File: config.mk
export PLATFORM = sky130hd
export DESIGN_NAME = tx_queue_with_receipt_timeout_top
export DESIGN_NICKNAME = d
export VERILOG_FILES = /design/src/sv/txq_pkg.sv /design/src/sv/tx_queue_with_receipt_timeout_top.sv
export SDC_FILE = /design/constraint.sdc
export NUM_CORES = 2
export LEC_CHECK = 0
export CORE_MARGIN = 1.5
export CORE_UTILIZATION = 60
export DETAILED_ROUTE_END_ITERATION = 8
export DONT_BUFFER_PORTS = 1
export PLACE_DENSITY = 0.88
export SKIP_CTS_REPAIR_TIMING = 1
export SYNTH_ARGS = -nofsm -noshare
export SYNTH_HDL_FRONTEND = slang
export SYNTH_SLANG_ARGS = --single-unit
File: constraint.sdc
create_clock -name clk -period 26.7 [get_ports clk]
set_input_delay 5.34 -clock clk [delete_from_list [all_inputs] [get_ports clk]]
set_output_delay 5.34 -clock clk [all_outputs]
set_load 0.01 [all_outputs]
File: src/sv/txq_pkg.sv
// Shared types and constants for the transmit queue with receipt timeout.
package txq_pkg;

	localparam int QDEPTH = 16;
	localparam int PTR_W  = $clog2(QDEPTH);
	localparam int CNT_W  = $clog2(QDEPTH + 1);

	localparam logic [15:0] TIMEOUT_RESET = 16'd200;

	localparam logic [1:0] REQ_ENQ  = 2'd0;
	localparam logic [1:0] REQ_RCPT = 2'd1;
	localparam logic [1:0] REQ_TICK = 2'd2;

	localparam logic [1:0] EV_ENQ  = 2'd0;
	localparam logic [1:0] EV_RCPT = 2'd1;
	localparam logic [1:0] EV_LOST = 2'd2;

	typedef struct packed {
		logic [1:0]  req_type;
		logic [28:0] frame_id;
		logic [3:0]  frame_len;
		logic [63:0] frame_data;
	} req_t;

	typedef struct packed {
		logic [1:0]  event_kind;
		logic        send_valid;
		logic [28:0] send_id;
		logic [3:0]  send_len;
		logic [63:0] send_payload;
		logic        lost_valid;
		logic [28:0] lost_id;
		logic [3:0]  lost_len;
		logic [63:0] lost_payload;
		logic        dropped_full;
	} rsp_t;

	typedef struct packed {
		logic [28:0] id;
		logic [3:0]  len;
		logic [63:0] payload;
	} entry_t;

endpackage

File: src/sv/tx_queue_with_receipt_timeout_top.sv
// Transmit queue, one frame in flight, with receipt timeout: top level.
//
//  channel | handshake            | payload
//  --------+----------------------+------------------
//  req     | req_valid/req_stall  | req_t, one request
//  rsp     | rsp_valid/rsp_stall  | rsp_t, one answer
//  cfg     | cfg_valid/cfg_ready  | cfg_data, timeout
//
// One request per cycle unless a held answer stalls: the head frame sits in a
// register and the entry behind it is read straight from the store, so a
// request is finished in the cycle it is taken and its answer is presented from
// the next cycle. Ticks that do not expire give no beat.
// req_stall is high only while a held answer is stalled. cfg_ready is always
// high. Reset empties the queue, stops the timer and sets the timeout to 200.
module tx_queue_with_receipt_timeout_top
	import txq_pkg::*;
(
	input  logic        clk,
	input  logic        arst_n,
	input  logic        req_valid,
	output logic        req_stall,
	input  req_t        req,
	output logic        rsp_valid,
	input  logic        rsp_stall,
	output rsp_t        rsp,
	input  logic        cfg_valid,
	output logic        cfg_ready,
	input  logic [15:0] cfg_data
);

	entry_t             store_q [QDEPTH];
	entry_t             head_ent_q;
	logic [PTR_W-1:0]   head_q;
	logic [CNT_W-1:0]   count_q;
	logic [15:0]        timer_q;
	logic               run_q;
	logic [15:0]        timeout_q;
	logic               rsp_valid_q;
	rsp_t               rsp_q;

	entry_t             head_ent_d;
	logic [PTR_W-1:0]   head_d;
	logic [CNT_W-1:0]   count_d;
	logic [15:0]        timer_d;
	logic               run_d;
	rsp_t               res;
	logic               res_vld;
	logic               wr_en;
	logic               fire;
	logic [PTR_W:0]     tail_sum;
	logic [PTR_W-1:0]   tail;
	logic [PTR_W-1:0]   nxt;
	entry_t             nxt_ent;
	entry_t             in_ent;

	assign req_stall = rsp_valid_q & rsp_stall;
	assign fire      = req_valid & ~req_stall;
	assign cfg_ready = 1'b1;
	assign rsp_valid = rsp_valid_q;
	assign rsp       = rsp_q;

	assign tail_sum = {1'b0, head_q} + {1'b0, count_q[PTR_W-1:0]};
	assign tail     = (tail_sum >= (PTR_W+1)'(QDEPTH)) ?
		PTR_W'(tail_sum - (PTR_W+1)'(QDEPTH)) : tail_sum[PTR_W-1:0];
	assign nxt      = (head_q == PTR_W'(QDEPTH - 1)) ? '0 : head_q + 1'b1;
	assign nxt_ent  = store_q[nxt];
	assign in_ent   = '{id: req.frame_id, len: req.frame_len, payload: req.frame_data};

	always_comb begin
		head_ent_d = head_ent_q;
		head_d     = head_q;
		count_d    = count_q;
		timer_d    = timer_q;
		run_d      = run_q;
		res        = '0;
		res_vld    = 1'b0;
		wr_en      = 1'b0;
		unique case (req.req_type)
			REQ_ENQ: begin
				res_vld        = 1'b1;
				res.event_kind = EV_ENQ;
				if (count_q == CNT_W'(QDEPTH)) begin
					res.dropped_full = 1'b1;
				end else begin
					wr_en   = 1'b1;
					count_d = count_q + 1'b1;
					if (count_q == '0) begin
						timer_d          = timeout_q;
						run_d            = 1'b1;
						head_ent_d       = in_ent;
						res.send_valid   = 1'b1;
						res.send_id      = in_ent.id;
						res.send_len     = in_ent.len;
						res.send_payload = in_ent.payload;
					end
				end
			end
			REQ_RCPT: begin
				res_vld        = 1'b1;
				res.event_kind = EV_RCPT;
				if (count_q != '0) begin
					head_d  = nxt;
					count_d = count_q - 1'b1;
					timer_d = '0;
					run_d   = 1'b0;
					if (count_q > CNT_W'(1)) begin
						timer_d          = timeout_q;
						run_d            = 1'b1;
						head_ent_d       = nxt_ent;
						res.send_valid   = 1'b1;
						res.send_id      = nxt_ent.id;
						res.send_len     = nxt_ent.len;
						res.send_payload = nxt_ent.payload;
					end
				end
			end
			REQ_TICK: begin
				if (run_q) begin
					if (timer_q > 16'd1) begin
						timer_d = timer_q - 16'd1;
					end else begin
						timer_d        = '0;
						run_d          = 1'b0;
						res_vld        = 1'b1;
						res.event_kind = EV_LOST;
						if (count_q != '0) begin
							res.lost_valid   = 1'b1;
							res.lost_id      = head_ent_q.id;
							res.lost_len     = head_ent_q.len;
							res.lost_payload = head_ent_q.payload;
							head_d           = nxt;
							count_d          = count_q - 1'b1;
						end
						if (count_q > CNT_W'(1)) begin
							timer_d          = timeout_q;
							run_d            = 1'b1;
							head_ent_d       = nxt_ent;
							res.send_valid   = 1'b1;
							res.send_id      = nxt_ent.id;
							res.send_len     = nxt_ent.len;
							res.send_payload = nxt_ent.payload;
						end
					end
				end
			end
			default: begin
			end
		endcase
	end

	always_ff @(posedge clk or negedge arst_n) begin
		if (!arst_n) begin
			head_q      <= '0;
			count_q     <= '0;
			timer_q     <= '0;
			run_q       <= 1'b0;
			timeout_q   <= TIMEOUT_RESET;
			rsp_valid_q <= 1'b0;
		end else begin
			if (cfg_valid && cfg_ready) begin
				timeout_q <= cfg_data;
			end
			if (fire) begin
				head_q  <= head_d;
				count_q <= count_d;
				timer_q <= timer_d;
				run_q   <= run_d;
			end
			if (!req_stall) begin
				rsp_valid_q <= fire & res_vld;
			end
		end
	end

	always_ff @(posedge clk) begin
		if (fire) begin
			head_ent_q <= head_ent_d;
		end
		if (fire && wr_en) begin
			store_q[tail] <= in_ent;
		end
		if (!req_stall) begin
			rsp_q <= res;
		end
	end

	a_count_bound: assert property (@(posedge clk) disable iff (!arst_n)
		count_q <= CNT_W'(QDEPTH))
		else $error("queue count above depth");

	a_run_needs_frame: assert property (@(posedge clk) disable iff (!arst_n)
		run_q |-> (count_q != '0))
		else $error("timer running with empty queue");

	a_enq_empty_starts: assert property (@(posedge clk) disable iff (!arst_n)
		(fire && req.req_type == REQ_ENQ && count_q == '0) |=>
		(run_q && count_q == CNT_W'(1) && rsp_valid_q && rsp_q.send_valid))
		else $error("enqueue into empty queue did not start a send");

	a_full_drops: assert property (@(posedge clk) disable iff (!arst_n)
		(fire && req.req_type == REQ_ENQ && count_q == CNT_W'(QDEPTH)) |=>
		(count_q == CNT_W'(QDEPTH) && rsp_q.dropped_full))
		else $error("enqueue into full queue was not dropped");

	a_stall_only_when_held: assert property (@(posedge clk) disable iff (!arst_n)
		!rsp_valid_q |-> !req_stall)
		else $error("request stalled with no answer held");

endmodule
==> results.tsv <==
stage	metric	value	unit
grt	grtUsageTotal	0.301	
sta	slew_viol_final	0	
sta	setup_viol	0	
floorplanning	pin_count	322	
floorplanning	core	120000	sq um
synth	synth_area	73000	sq um
placed_design	gp_congestion	0.827	
cts	numCtsBuffers	179	
synth	ys_top_cells_by_area	edfxtp_1 (76%), mux4_2 (9.9%), a22oi_1 (1.6%)	
sta	tightest_slew	1.32	ns
sta	fin_skew	0.0257	ns
cells_and_area	num_antenna_cells	0	
grt	grt_max_degree	162	
placed_design	port_buffers	0	
floorplanning	initial_core_util	0.607	
cells_and_area	multi_input_area	15600	sq um
sta	fin_ws	15.67	ns
cts	clock_sinks	1891	
synth	syn_inst	3742	
floorplanning	dieWidth	352	um
power	total_power	9.22	mW
grt	grt_overflow_total	0	
cells_and_area	nNetsFinal	3914	
cells_and_area	mostFrequentLayoutCell	edfxtp_1	
worst_setup_path	crit_path_top_delay_cell	nand2_4	
worst_setup_path	rrSetupSlack	21.23	ns
cts	cts_tree	yes	
power	vdd_ir_drop_max	0.204	mV
worst_setup_path	criticalPathCategory	in2out	
worst_setup_path	crit_path_max_incr_delay	0.21	ns
worst_setup_path	cp.required	21.36	ns
sta	slew_headroom	0.117	
cells_and_area	layout_common_cells	edfxtp_1 (1,848), mux4_2 (320), nand2_1 (263)	
route	routed_via_density	7.03	
run	max_cap_viol_count	0	
worst_setup_path	start_kind	primary input	
synth	synth-main-ff-cell	edfxtp_1	
cts	cts-root-buf	clkbuf_16	
placed_design	placed_cells	5209	
route	dr_total_vias	38900	
route	totalWireLength	186000	um
synth	ys_types	85	
floorplanning	dieArea	124000	sq um
placed_design	dpl_cell_area	74800	sq um
synth	synth_seq_cells	1891	
sta	min_period	11.03	ns
synth	postSynthAreaPerCell	19.5	sq um
route	drtPass1Iterations	6	
synth	synthArstFlopShare	0.0227	
route	drcViolationCount	0	
sta	finalHoldViolations	0	
cts	clockBufferDepth	3	
worst_setup_path	cp_max_fo	21	
cells_and_area	syn_to_final_growth	10.2	%
sta	rsz0062_at_grt	no	
sta	fmax	0.0907	GHz
synth	yosys_warnings	0	
route	postRouteAntennaNets	0	
route	wl_per_cell	33.6	um
worst_setup_path	critPathArrivalTime	5.69	ns
min_path	hp-class	reg2reg	
synth	yosysTopAreaCell	edfxtp_1	
grt	grt_antenna_before_repair	5	
power	p_leak	26.1	nW
outcome	status	completed	
grt	first_global_vias	39700	
route	drt_iter0_markers	5593	
cells_and_area	design_area	80400	sq um
floorplanning	rows	127	
power	powerDensity	115	nW/um^2
worst_setup_path	end_kind	output port	
cts	clk_latency	0.83	ns
cells_and_area	drive_gt1_frac	0.188	
worst_setup_path	cp_top_family	simple AND/OR/NAND/NOR gates	
worst_setup_path	critPathBufInv	1	
placed_design	post-place-ws	15.65	ns
cells_and_area	utilization	0.669	
cells_and_area	seqCellArea	56600	sq um
floorplanning	die_h	352	um
sta	whs	0.488	ns
grt	grt_pass1_wl	266000	um
synth	synth_top_area_frac	0.760	
placed_design	dp_hpwl	93800	um
synth	syn-num-nets	3878	
synth	synth_edf_count	1848	
cts	cts.clk_slew.worst_paths	0.06	ns
cts	cts_max_level	4	
worst_setup_path	path_cells	nand2_4 -> inv_1	
sta	setup_tns	0	ns
cells_and_area	finalNonFillerCells	5538	
synth	seq_area_frac_synth	0.775	
cells_and_area	nFillCells	6998	
sta	post-route-period-util	0.413	
[sequential cells by signal, summed over array words and instances, names as in the netlist]
| name | flops |
|---|---|
| head_q | 4 |
| store_q | 1552 |
| timeout_q | 16 |
| rsp | 199 |
| rsp_valid | 1 |
| timer_q | 16 |
| run_q | 1 |
| count_q | 5 |
| head_ent_q | 97 |
[final timing paths]
kind                         startpoint        endpoint  cells past startpoint
setup reg to reg              head_q[1]  head_ent_q[56]                      9
min in group asynchronous        arst_n    timeout_q[5]                      0
setup / recovery              rsp_stall       req_stall                      2
max in group asynchronous        arst_n    timeout_q[6]                      0
hold / removal             timeout_q[3]      timer_q[3]                      2
hold reg to reg            timeout_q[3]      timer_q[3]                      2
[final cells by class]
class / instances / share of cell area
multi-input combinational: 1623 / 0.194
clock inverter: 106 / 0.0112
inverter: 12 / 0.000560
sequential: 1891 / 0.703
timing repair buffer: 71 / 0.00709
tap: 1612 / 0.0251
clock buffer: 223 / 0.0590
[synth_stat cells, drive strengths merged (6+ instances only)]
cell type	instances
nor2b	6
a22oi	152
mux2	45
mux4	320
clkbuf	103
edfxtp	1848
nand2	266
a211oi	18
dfrtp	40
o41ai	8
ha	15
nor3	24
and2	110
inv	12
nand3	34
nand2b	7
nor2	150
mux2i	26
buf	113
o21ai	68
o22ai	17
a221o	9
xnor2	9
a21oi	51
a31oi	92
a22o	87
nand4	12
and3	7
[routing by layer]
layer  up-vias  global-route usage  share of wire
li1      15300                   -              -
met1     19900               0.388           0.34
met4         0               0.133          0.042
met2      3145               0.490           0.49
met5         -                   0              0
met3       497              0.0758           0.12
[cells by family after synthesis]
| kind of cell | synth area share |
|---|---|
| compound gates | 0.0541 |
| xor+xnor | 0.00178 |
| fa+ha+maj | 0.00285 |
| buf+inv | 0.0148 |
| flops | 0.775 |
| mux | 0.109 |
| other cells | 0.0000514 |
| simple gates | 0.0421 |
[power breakdown]
part / internal [mW] / leakage (nW) / switching (mW)
clock: 1.36 / 2.76 / 1.11
combinational: 1.13 / 5.64 / 1.88
sequential: 3.58 / 17.7 / 0.158
total: 6.07 / 26.1 / 3.15
(Power assumes the default switching activity.)
